## src/hdl/asd_pkg.sv

```systemverilog
// Shared constants and types for the accelerometer step detector.
// Depends on nothing; the interfaces, the divider lane and the unit refer to it by scoped names.
package asd_pkg;

    // Field widths of the sample and result beats, and of the root datapath.
    localparam int SAMPLE_W = 16;
    localparam int COUNT_W  = 32;
    localparam int MAG_W    = 16;
    localparam int RAD_W    = 32;
    localparam int REM_W    = MAG_W + 2;

    // Default depth of the sample window.
    localparam int WINDOW_DEF = 25;

    // Configuration port.
    localparam int THR_W      = 13;
    localparam int CFG_IDX_W  = 1;
    localparam int CFG_DATA_W = THR_W;

    localparam logic [CFG_IDX_W-1:0] CFG_HIGH_THR = 1'd0;
    localparam logic [CFG_IDX_W-1:0] CFG_LOW_THR  = 1'd1;

    localparam logic [THR_W-1:0] HIGH_THR_RST = 13'd270;
    localparam logic [THR_W-1:0] LOW_THR_RST  = 13'd235;

    // Control from the sequencer to the three divider lanes.
    typedef struct packed {
        logic load;
        logic step;
    } div_ctrl_t;

endpackage

```

## src/hdl/asd_if.sv

```systemverilog
// Handshake interfaces for the sample input and the result output channels.
// Depends on asd_pkg for the field widths.
interface asd_sample_if;
    logic                                valid;
    logic                                ready;
    logic signed [asd_pkg::SAMPLE_W-1:0] accel_x;
    logic signed [asd_pkg::SAMPLE_W-1:0] accel_y;
    logic signed [asd_pkg::SAMPLE_W-1:0] accel_z;

    modport source (output valid, accel_x, accel_y, accel_z, input ready);
    modport sink   (input valid, accel_x, accel_y, accel_z, output ready);
endinterface

interface asd_result_if;
    logic                                valid;
    logic                                ready;
    logic        [asd_pkg::COUNT_W-1:0]  step_count;
    logic                                is_stepping;
    logic signed [asd_pkg::SAMPLE_W-1:0] mean_x;
    logic signed [asd_pkg::SAMPLE_W-1:0] mean_y;
    logic signed [asd_pkg::SAMPLE_W-1:0] mean_z;
    logic        [asd_pkg::MAG_W-1:0]    magnitude;

    modport source (output valid, step_count, is_stepping, mean_x, mean_y, mean_z, magnitude,
                    input ready);
    modport sink   (input valid, step_count, is_stepping, mean_x, mean_y, mean_z, magnitude,
                     output ready);
endinterface

```

## src/hdl/asd_ram.sv

```systemverilog
// Generic single-port-write, single-port-read RAM with a registered read.
// Depends on nothing.
module asd_ram #(
    parameter int WIDTH = 48,
    parameter int DEPTH = 25
) (
    input  logic                                  clk,
    input  logic                                  we,
    input  logic [((DEPTH > 1) ? $clog2(DEPTH) : 1)-1:0] waddr,
    input  logic [WIDTH-1:0]                      wdata,
    input  logic [((DEPTH > 1) ? $clog2(DEPTH) : 1)-1:0] raddr,
    output logic [WIDTH-1:0]                      rdata
);

    logic [WIDTH-1:0] mem [DEPTH];
    logic [WIDTH-1:0] rdata_reg;

    // Write port and registered read port.
    always_ff @(posedge clk)
    begin
        if (we)
        begin
            mem[waddr] <= wdata;
        end
        rdata_reg <= mem[raddr];
    end

    assign rdata = rdata_reg;

endmodule

```

## src/hdl/asd_div_lane.sv

```systemverilog
// One divider lane: divides a signed window sum by the window depth, truncating
// toward zero, by multiplying with a fixed-point reciprocal.
// Depends on asd_pkg.
module asd_div_lane #(
    parameter int WINDOW = asd_pkg::WINDOW_DEF,
    parameter int SUM_W  = asd_pkg::SAMPLE_W + ((WINDOW > 1) ? $clog2(WINDOW) : 0)
) (
    input  logic                                clk,
    input  asd_pkg::div_ctrl_t                  ctrl,
    input  logic signed [SUM_W-1:0]             sum,
    output logic signed [asd_pkg::SAMPLE_W-1:0] mean
);

    // The reciprocal is rounded up and carries enough fraction bits that the
    // product gives the exact floor quotient for every sum magnitude.
    localparam int LOG_W   = (WINDOW > 1) ? $clog2(WINDOW) : 0;
    localparam int SHIFT   = SUM_W + LOG_W;
    localparam int RECIP_W = SUM_W + 1;
    localparam int PROD_W  = SUM_W + RECIP_W;
    localparam longint unsigned RECIP_FULL =
        ((64'd1 << SHIFT) + 64'(WINDOW) - 64'd1) / 64'(WINDOW);
    localparam logic [RECIP_W-1:0] RECIP = RECIP_W'(RECIP_FULL);

    logic [SUM_W-1:0]             abs_reg;
    logic                         neg_reg;
    logic [PROD_W-1:0]            prod_reg;
    logic [SUM_W-1:0]             sum_abs;
    logic [asd_pkg::SAMPLE_W-1:0] q_low;

    // Divide the magnitude and put the sign back at the end.
    assign sum_abs = sum[SUM_W-1] ? (SUM_W'(~sum) + SUM_W'(1)) : SUM_W'(sum);

    // The load control captures the magnitude, the step control forms the product.
    always_ff @(posedge clk)
    begin
        if (ctrl.load)
        begin
            abs_reg <= sum_abs;
            neg_reg <= sum[SUM_W-1];
        end
        else if (ctrl.step)
        begin
            prod_reg <= PROD_W'(abs_reg) * PROD_W'(RECIP);
        end
    end

    // The quotient never exceeds 32768, so the low bits carry the whole mean.
    assign q_low = prod_reg[SHIFT +: asd_pkg::SAMPLE_W];
    assign mean  = signed'(neg_reg ? (~q_low + asd_pkg::SAMPLE_W'(1)) : q_low);

endmodule

```

## src/hdl/accel_step_detector_unit.sv

```systemverilog
// Accelerometer step detector: moving-average magnitude with hysteresis.
// One sample at a time: a new beat is taken only in the idle state, once the window
// update, the reciprocal divide, the squaring and the 16-step root of the last one
// are through; a stalled result beat holds off both the result and the next sample.
// Reset clears the window (per-entry valid bits), sums, pointer, step state and
// the thresholds to 270 and 235 at once; no clearing pass is needed.
module accel_step_detector_unit #(
    parameter int WINDOW = asd_pkg::WINDOW_DEF
) (
    input  logic                             clk,
    input  logic                             rst_n,
    input  logic                             cfg_we,
    input  logic [asd_pkg::CFG_IDX_W-1:0]    cfg_index,
    input  logic [asd_pkg::CFG_DATA_W-1:0]   cfg_data,
    asd_sample_if.sink                       samples,
    asd_result_if.source                     results
);

    localparam int SW    = asd_pkg::SAMPLE_W;
    localparam int SUM_W = SW + ((WINDOW > 1) ? $clog2(WINDOW) : 0);
    localparam int PTR_W = (WINDOW > 1) ? $clog2(WINDOW) : 1;
    localparam int CNT_W = $clog2((SUM_W > asd_pkg::MAG_W) ? SUM_W : asd_pkg::MAG_W);
    localparam int WORD_W = 3 * SW;

    typedef enum logic [6:0] {
        ST_IDLE   = 7'b0000001,
        ST_UPDATE = 7'b0000010,
        ST_SETUP  = 7'b0000100,
        ST_DIVIDE = 7'b0001000,
        ST_SQUARE = 7'b0010000,
        ST_ROOT   = 7'b0100000,
        ST_DONE   = 7'b1000000
    } state_t;

    state_t state_reg, state_next;

    logic [CNT_W-1:0]            cnt_reg, cnt_next;
    logic [PTR_W-1:0]            ptr_reg;
    logic [WINDOW-1:0]           win_valid_reg;
    logic signed [SW-1:0]        smp_x_reg, smp_y_reg, smp_z_reg;
    logic signed [SUM_W-1:0]     sum_x_reg, sum_y_reg, sum_z_reg;
    logic [asd_pkg::THR_W-1:0]   high_thr_reg, low_thr_reg;
    logic                        stepping_reg;
    logic [asd_pkg::COUNT_W-1:0] steps_reg;

    logic [asd_pkg::RAD_W-1:0]   prod_reg;
    logic [asd_pkg::RAD_W-1:0]   rad_reg;
    logic [asd_pkg::REM_W-1:0]   rem_reg;
    logic [asd_pkg::MAG_W-1:0]   root_reg;

    logic                        out_valid_reg;
    logic [asd_pkg::COUNT_W-1:0] out_count_reg;
    logic                        out_stepping_reg;
    logic signed [SW-1:0]        out_mean_x_reg, out_mean_y_reg, out_mean_z_reg;
    logic [asd_pkg::MAG_W-1:0]   out_mag_reg;

    logic                        accept;
    logic                        out_free;
    logic                        ram_we;
    logic [WORD_W-1:0]           ram_rdata;
    logic [WORD_W-1:0]           old_word;
    logic signed [SW-1:0]        old_x, old_y, old_z;
    asd_pkg::div_ctrl_t          div_ctrl;
    logic signed [SW-1:0]        mean_x, mean_y, mean_z;
    logic signed [SW-1:0]        sq_sel;
    logic signed [2*SW-1:0]      sq_val;
    logic [asd_pkg::REM_W-1:0]   rem_trial;
    logic [asd_pkg::REM_W-1:0]   root_trial;
    logic                        root_ge;
    logic                        high_hit;
    logic                        low_hit;

    assign accept   = samples.valid && samples.ready;
    assign out_free = !out_valid_reg || results.ready;
    assign samples.ready = (state_reg == ST_IDLE);

    // Sample window memory; the read address follows the pointer, so the
    // oldest entry is ready in the cycle after the beat is taken.
    assign ram_we = (state_reg == ST_UPDATE);

    asd_ram #(
        .WIDTH (WORD_W),
        .DEPTH (WINDOW)
    ) u_window (
        .clk   (clk),
        .we    (ram_we),
        .waddr (ptr_reg),
        .wdata ({smp_x_reg, smp_y_reg, smp_z_reg}),
        .raddr (ptr_reg),
        .rdata (ram_rdata)
    );

    // An entry never written since reset reads as zero.
    assign old_word = win_valid_reg[ptr_reg] ? ram_rdata : '0;
    assign old_x    = signed'(old_word[3*SW-1:2*SW]);
    assign old_y    = signed'(old_word[2*SW-1:SW]);
    assign old_z    = signed'(old_word[SW-1:0]);

    // Three divider lanes run side by side.
    assign div_ctrl.load = (state_reg == ST_SETUP);
    assign div_ctrl.step = (state_reg == ST_DIVIDE);

    asd_div_lane #(.WINDOW (WINDOW), .SUM_W (SUM_W)) u_div_x (
        .clk (clk), .ctrl (div_ctrl), .sum (sum_x_reg), .mean (mean_x)
    );
    asd_div_lane #(.WINDOW (WINDOW), .SUM_W (SUM_W)) u_div_y (
        .clk (clk), .ctrl (div_ctrl), .sum (sum_y_reg), .mean (mean_y)
    );
    asd_div_lane #(.WINDOW (WINDOW), .SUM_W (SUM_W)) u_div_z (
        .clk (clk), .ctrl (div_ctrl), .sum (sum_z_reg), .mean (mean_z)
    );

    // One shared squarer walks the three means.
    always_comb
    begin
        case (cnt_reg[1:0])
            2'd0:    sq_sel = mean_x;
            2'd1:    sq_sel = mean_y;
            2'd2:    sq_sel = mean_z;
            default: sq_sel = '0;
        endcase
    end

    assign sq_val = sq_sel * sq_sel;

    // Digit-by-digit square root, two radicand bits per cycle.
    assign rem_trial  = {rem_reg[asd_pkg::REM_W-3:0], rad_reg[asd_pkg::RAD_W-1 -: 2]};
    assign root_trial = {root_reg, 2'b01};
    assign root_ge    = (rem_trial >= root_trial);

    // Hysteresis: the high test wins when it fires.
    assign high_hit = (root_reg >= asd_pkg::MAG_W'(high_thr_reg)) && !stepping_reg;
    assign low_hit  = (root_reg <= asd_pkg::MAG_W'(low_thr_reg));

    // Sequencer.
    always_comb
    begin
        state_next = state_reg;
        cnt_next   = cnt_reg;
        case (state_reg)
            ST_IDLE:
            begin
                if (accept)
                begin
                    state_next = ST_UPDATE;
                end
            end
            ST_UPDATE:
            begin
                state_next = ST_SETUP;
            end
            ST_SETUP:
            begin
                state_next = ST_DIVIDE;
                cnt_next   = '0;
            end
            ST_DIVIDE:
            begin
                state_next = ST_SQUARE;
                cnt_next   = '0;
            end
            ST_SQUARE:
            begin
                if (cnt_reg == CNT_W'(3))
                begin
                    state_next = ST_ROOT;
                    cnt_next   = '0;
                end
                else
                begin
                    cnt_next = cnt_reg + CNT_W'(1);
                end
            end
            ST_ROOT:
            begin
                if (cnt_reg == CNT_W'(asd_pkg::MAG_W - 1))
                begin
                    state_next = ST_DONE;
                end
                else
                begin
                    cnt_next = cnt_reg + CNT_W'(1);
                end
            end
            ST_DONE:
            begin
                if (out_free)
                begin
                    state_next = ST_IDLE;
                end
            end
            default:
            begin
                state_next = ST_IDLE;
            end
        endcase
    end

    // Control state, window bookkeeping and step state.
    always_ff @(posedge clk or negedge rst_n)
    begin
        if (!rst_n)
        begin
            state_reg     <= ST_IDLE;
            cnt_reg       <= '0;
            ptr_reg       <= '0;
            win_valid_reg <= '0;
            sum_x_reg     <= '0;
            sum_y_reg     <= '0;
            sum_z_reg     <= '0;
            stepping_reg  <= 1'b0;
            steps_reg     <= '0;
            out_valid_reg <= 1'b0;
        end
        else
        begin
            state_reg <= state_next;
            cnt_reg   <= cnt_next;

            if (state_reg == ST_UPDATE)
            begin
                sum_x_reg <= sum_x_reg + SUM_W'(smp_x_reg) - SUM_W'(old_x);
                sum_y_reg <= sum_y_reg + SUM_W'(smp_y_reg) - SUM_W'(old_y);
                sum_z_reg <= sum_z_reg + SUM_W'(smp_z_reg) - SUM_W'(old_z);
                win_valid_reg[ptr_reg] <= 1'b1;
                if (ptr_reg == PTR_W'(WINDOW - 1))
                begin
                    ptr_reg <= '0;
                end
                else
                begin
                    ptr_reg <= ptr_reg + PTR_W'(1);
                end
            end

            if ((state_reg == ST_DONE) && out_free)
            begin
                if (high_hit)
                begin
                    stepping_reg <= 1'b1;
                    steps_reg    <= steps_reg + asd_pkg::COUNT_W'(1);
                end
                else if (low_hit)
                begin
                    stepping_reg <= 1'b0;
                end
                out_valid_reg <= 1'b1;
            end
            else if (results.ready)
            begin
                out_valid_reg <= 1'b0;
            end
        end
    end

    // Thresholds.
    always_ff @(posedge clk or negedge rst_n)
    begin
        if (!rst_n)
        begin
            high_thr_reg <= asd_pkg::HIGH_THR_RST;
            low_thr_reg  <= asd_pkg::LOW_THR_RST;
        end
        else if (cfg_we)
        begin
            case (cfg_index)
                asd_pkg::CFG_HIGH_THR: high_thr_reg <= cfg_data;
                asd_pkg::CFG_LOW_THR:  low_thr_reg  <= cfg_data;
                default:               ;
            endcase
        end
    end

    // Datapath registers: sample capture, squares, root and the result beat.
    always_ff @(posedge clk)
    begin
        if (accept)
        begin
            smp_x_reg <= samples.accel_x;
            smp_y_reg <= samples.accel_y;
            smp_z_reg <= samples.accel_z;
        end

        case (state_reg)
            ST_SETUP:
            begin
                prod_reg <= '0;
                rad_reg  <= '0;
                rem_reg  <= '0;
                root_reg <= '0;
            end
            ST_SQUARE:
            begin
                prod_reg <= asd_pkg::RAD_W'(unsigned'(sq_val));
                rad_reg  <= rad_reg + prod_reg;
            end
            ST_ROOT:
            begin
                rad_reg  <= {rad_reg[asd_pkg::RAD_W-3:0], 2'b00};
                rem_reg  <= root_ge ? (rem_trial - root_trial) : rem_trial;
                root_reg <= {root_reg[asd_pkg::MAG_W-2:0], root_ge};
            end
            default:
            begin
            end
        endcase

        if ((state_reg == ST_DONE) && out_free)
        begin
            out_count_reg    <= high_hit ? (steps_reg + asd_pkg::COUNT_W'(1)) : steps_reg;
            out_stepping_reg <= high_hit ? 1'b1 : (low_hit ? 1'b0 : stepping_reg);
            out_mean_x_reg   <= mean_x;
            out_mean_y_reg   <= mean_y;
            out_mean_z_reg   <= mean_z;
            out_mag_reg      <= root_reg;
        end
    end

    // Result beat.
    assign results.valid       = out_valid_reg;
    assign results.step_count  = out_count_reg;
    assign results.is_stepping = out_stepping_reg;
    assign results.mean_x      = out_mean_x_reg;
    assign results.mean_y      = out_mean_y_reg;
    assign results.mean_z      = out_mean_z_reg;
    assign results.magnitude   = out_mag_reg;

`ifndef SYNTHESIS
    // A taken sample always goes straight to the window update.
    assert property (@(posedge clk) disable iff (!rst_n)
        accept |=> (state_reg == ST_UPDATE))
        else $error("sample beat did not start the window update");

    // The step count moves only on a rising edge of the stepping flag.
    assert property (@(posedge clk) disable iff (!rst_n)
        (steps_reg != $past(steps_reg)) |-> (stepping_reg && !$past(stepping_reg)))
        else $error("step count changed without a new step");

    // The window pointer stays inside the window.
    assert property (@(posedge clk) disable iff (!rst_n)
        ptr_reg <= PTR_W'(WINDOW - 1))
        else $error("window pointer out of range");

    // A finished item waits while the previous result is still held.
    assert property (@(posedge clk) disable iff (!rst_n)
        ((state_reg == ST_DONE) && !out_free) |=> (state_reg == ST_DONE))
        else $error("result overwritten while stalled");
`endif

endmodule
```

## src/flat_wrapper.sv

```systemverilog
// flat-port wrapper written by rule: the top's interface ports become plain ports
module accel_step_detector_unit_flat 
#(
    parameter int WINDOW = asd_pkg::WINDOW_DEF
)
  (clk, rst_n, cfg_we, cfg_index, cfg_data, samples_valid, samples_accel_x, samples_accel_y, samples_accel_z, samples_ready, results_valid, results_step_count, results_is_stepping, results_mean_x, results_mean_y, results_mean_z, results_magnitude, results_ready);
  asd_sample_if samples_i ();
  asd_result_if results_i ();
  input  logic clk;
  input  logic rst_n;
  input  logic cfg_we;
  input  logic [asd_pkg::CFG_IDX_W-1:0] cfg_index;
  input  logic [asd_pkg::CFG_DATA_W-1:0] cfg_data;
  input wire logic [$bits(samples_i.valid)-1:0] samples_valid;
  input wire logic [$bits(samples_i.accel_x)-1:0] samples_accel_x;
  input wire logic [$bits(samples_i.accel_y)-1:0] samples_accel_y;
  input wire logic [$bits(samples_i.accel_z)-1:0] samples_accel_z;
  output wire logic [$bits(samples_i.ready)-1:0] samples_ready;
  output wire logic [$bits(results_i.valid)-1:0] results_valid;
  output wire logic [$bits(results_i.step_count)-1:0] results_step_count;
  output wire logic [$bits(results_i.is_stepping)-1:0] results_is_stepping;
  output wire logic [$bits(results_i.mean_x)-1:0] results_mean_x;
  output wire logic [$bits(results_i.mean_y)-1:0] results_mean_y;
  output wire logic [$bits(results_i.mean_z)-1:0] results_mean_z;
  output wire logic [$bits(results_i.magnitude)-1:0] results_magnitude;
  input wire logic [$bits(results_i.ready)-1:0] results_ready;
  assign samples_i.valid = samples_valid;
  assign samples_i.accel_x = samples_accel_x;
  assign samples_i.accel_y = samples_accel_y;
  assign samples_i.accel_z = samples_accel_z;
  assign samples_ready = samples_i.ready;
  assign results_valid = results_i.valid;
  assign results_step_count = results_i.step_count;
  assign results_is_stepping = results_i.is_stepping;
  assign results_mean_x = results_i.mean_x;
  assign results_mean_y = results_i.mean_y;
  assign results_mean_z = results_i.mean_z;
  assign results_magnitude = results_i.magnitude;
  assign results_i.ready = results_ready;
  accel_step_detector_unit #(.WINDOW(WINDOW)) u_core (.clk(clk), .rst_n(rst_n), .cfg_we(cfg_we), .cfg_index(cfg_index), .cfg_data(cfg_data), .samples(samples_i), .results(results_i));
endmodule
```

## config.mk

```make
export PLATFORM = sky130hd
export DESIGN_NAME = accel_step_detector_unit_flat
export DESIGN_NICKNAME = d
export VERILOG_FILES = /design/src/hdl/asd_pkg.sv /design/src/hdl/asd_if.sv /design/src/hdl/asd_ram.sv /design/src/hdl/asd_div_lane.sv /design/src/hdl/accel_step_detector_unit.sv /design/src/flat_wrapper.sv
export SDC_FILE = /design/constraint.sdc
export NUM_CORES = 2
export LEC_CHECK = 0
export BUFFER_PORTS_ARGS = -buffer_cell sky130_fd_sc_hd__buf_2
export CORE_UTILIZATION = 50
export CTS_BUF_LIST = sky130_fd_sc_hd__clkbuf_8 sky130_fd_sc_hd__clkbuf_16
export DETAILED_ROUTE_END_ITERATION = 8
export PLACE_DENSITY_LB_ADDON = 0.15
export SLEW_MARGIN = 20
export SYNTH_ARGS = -nofsm -noshare
export SYNTH_HDL_FRONTEND = slang
export SYNTH_SLANG_ARGS = --single-unit
export TNS_END_PERCENT = 30
```

## constraint.sdc

```tcl
create_clock -name clk -period 9.8 [get_ports clk]
set_clock_uncertainty 0.1 [all_clocks]
set_input_delay 0 -clock clk [delete_from_list [all_inputs] [get_ports clk]]
set_output_delay 0 -clock clk [all_outputs]
set_load 0.02 [all_outputs]
```

==> run metrics <==
status=finished clean; Worst Path Arrival=9.48 ns; total gr overflow=0; post-synthesis cell type count=91; fmax=0.111 GHz; max FFs per register=1200; Worst Path Max Fanout=14; routability cong.=0.895; final setup violation count=0; Synthesis Warnings=0; Largest stage delay, worst path=0.61 ns; post-synthesis adder-cell area fraction=between 20 and 25%; Yosys reg bits=1767; pin count of the biggest net entering global routing=122; antenna violations before repair=3; share of cells above drive strength 1=11.8%; I/O Pins=166; vias=61600; Initial Utilization=50.4%; Die X=between 400 and 500 µm; # Post-CTS Setup Buffers=0; WL final=257000 µm; net count after synthesis=9498; setup TNS=0 ns; number of core rows=168; required time of the critical path=10.27 ns; Num CTS Buffers=183; max layer used=met4; Clk Latency, worst-skew pair=0.86 ns; dpl ws=0.906 ns; final worst-path setup slack=0.787 ns; Vias/cell=5.50; first-pass GRT wire length=396000 µm; mux contribution to synthesized area=7.19%; kind of critical path=reg -> reg; M1 WL=112000 µm; max-cap violation count=0; Worst setup SP type=flip-flop; Crit path buffers/inverters=5; post-synthesis sequential area ratio=49.0%; Synth Instances=7821; dpl hpwl=177000 µm; RSZ-0062 raised after global routing=false; vias in the first global route=64900; post-synthesis simple-gate area fraction=under 10%; Die H=462 µm; Hold Crit Class=in -> reg; mean routed wirelength per cell=23.0 µm; Compound-Gate Fraction of Synth Area=5.19%; Final Max Slew Viols=0; most common flop cell mapped by yosys=edfxtp_1; Final Hold Viols=0; CTS root buffer=clkbuf_16; clk slew on worst S/H paths=0.07 ns; Core Util, Final=56.3%; most frequent cells in the layout=edfxtp_1, inv_1, ha_1; placement-stage cell area=110000 µm²; Post-synth EDFFs=around 1600; combinational family with the most area after synthesis=adder cells; slowest stage cell, crit path=or4_1; Die Footprint=213000 µm²; Worst Tran Pin Value=approximately 1.1 ns; Setup crit end kind=flip-flop; Final ANT Viol Nets=0; Sink Count=between 1500 and 2000; Crit path max-delay family=adder cells; CP most frequent cell=fa_1; post-synthesis xor/xnor area fraction=roughly 2.8%; Final Critical Period=9.01 ns; Area Growth Syn to Fin=11.8%; drt pass-1 iters=8; port bufs=165; # DRC=0; worst rel slew slack=25.8%; Core ar.=roughly 210000 µm²; H-tree depth=4; period utilization=92.0%; syn avg cell area=13.5 µm²; CTS max path bufs=3; mapped cell area=106000 µm²; nets=9907; CTS tree=built; metal3 WL=13600 µm; DRT iter0 DRCs=4857; commonest non-fill, non-tap cell in the layout=edfxtp_1; Async SR Flop Fraction=about a tenth; GRT Util Overall=24.8%; metal2 WL=126000 µm; Design Area, Final=roughly 120000 µm²
## area by class of cell
class	instances	area (µm²)
Timing Repair Buffer	417	3160
Antenna cell	1	2.50
Sequential cell	1767	51800
Inverter	1389	5220
Multi-Input combinational cell	4472	48100
Fill cell	17200	91700
Clock buffer	199	4820
Tap cell	2805	3510
Clock inverter	143	1470
## per-stage QoR
stage                     hold slack, ns  instances
after floorplan                   -0.396       7821
after global placement           -0.0705      10700
after detailed placement         -0.0627      10700
after CTS                        0.00392      11200
after global routing              0.0798      11200
final                             0.0679      11200
## synthesized netlist by cell type (all sizes together), types with 14 or more instances
master  instances  area share (%)
a211oi         23            0.17
a21o           84            0.60
a21oi         210             1.0
a222oi         19            0.18
a31oi          15           0.089
and2           70            0.41
and3           30            0.18
buf            58            0.26
clkbuf        135            0.48
dfrtp         154             3.6
dfxtp          48            0.91
edfxtp       1554              44
fa            757              14
ha            853              10
inv          1386             4.9
mux2           25            0.27
mux2i          60            0.57
mux4          298             6.4
nand2         506             1.8
nand2b         36            0.22
nand3          80            0.38
nand4          36            0.21
nor2          312             1.1
nor2b          30            0.18
nor3           73            0.35
nor4           14           0.083
o211ai         26            0.18
o21a           33            0.23
o21ai         226             1.1
o21bai         14           0.099
o31ai          43            0.33
o41ai          19            0.16
or2            47            0.28
or3            24            0.15
xnor2         233             1.9
xor2           99            0.82
## worst reg2reg max path, delay by kind of cell, from the launching register on
family | cells | cell delay (ns)
AO/OA/AOI/OAI | 6 | 1.95
XOR/XNOR | 3 | 0.49
adder cells (fa/ha/maj) | 7 | 3.05
buffers and inverters | 5 | 0.49
flip-flops | 1 | 0.45
AND/OR/NAND/NOR | 9 | 2.20
## path summary, 6_finish.rpt
check	end	cells past startpoint	slack (ns)	start
worst max-delay path	u_core.prod_reg[30]	30	0.79	u_core.u_div_y.prod_reg[28]
worst min-delay path	u_core.state_reg[0]	4	0.07	samples_valid
worst max register to register	u_core.prod_reg[30]	30	0.79	u_core.u_div_y.prod_reg[28]
worst min register to register	u_core.results.magnitude[15]	0	0.36	u_core.root_reg[15]
max in group asynchronous	u_core.ptr_reg[3]	4	8.56	rst_n
min in group asynchronous	u_core.steps_reg[11]	4	0.24	rst_n
## timing repair
item / CTS / global route
resized for setup: 0 / 0
endpoints found under the hold margin: 265 / 0
hold buffers: 148 / 0
## routing by layer
layer | global-route usage [%] | vias up
li1 | - | 28000
met1 | 34.5 | 31700
met2 | 41.5 | 1600
met3 | 3.27 | 295
met4 | 5.89 | 0
met5 | 0 | -
## kinds of logic after synthesis
logic type,Yosys count
adders and majority gates,1610
AOI/OAI and AO/OA,840
muxes,383
DFF,1767
and+or+nand+nor,1307
buffers and inverters,1582
xor gates and xnor gates,332
Power is left out: the tool's default activity adds up to more than one toggle a clock period on the data nets, which glitch-free logic cannot reach.
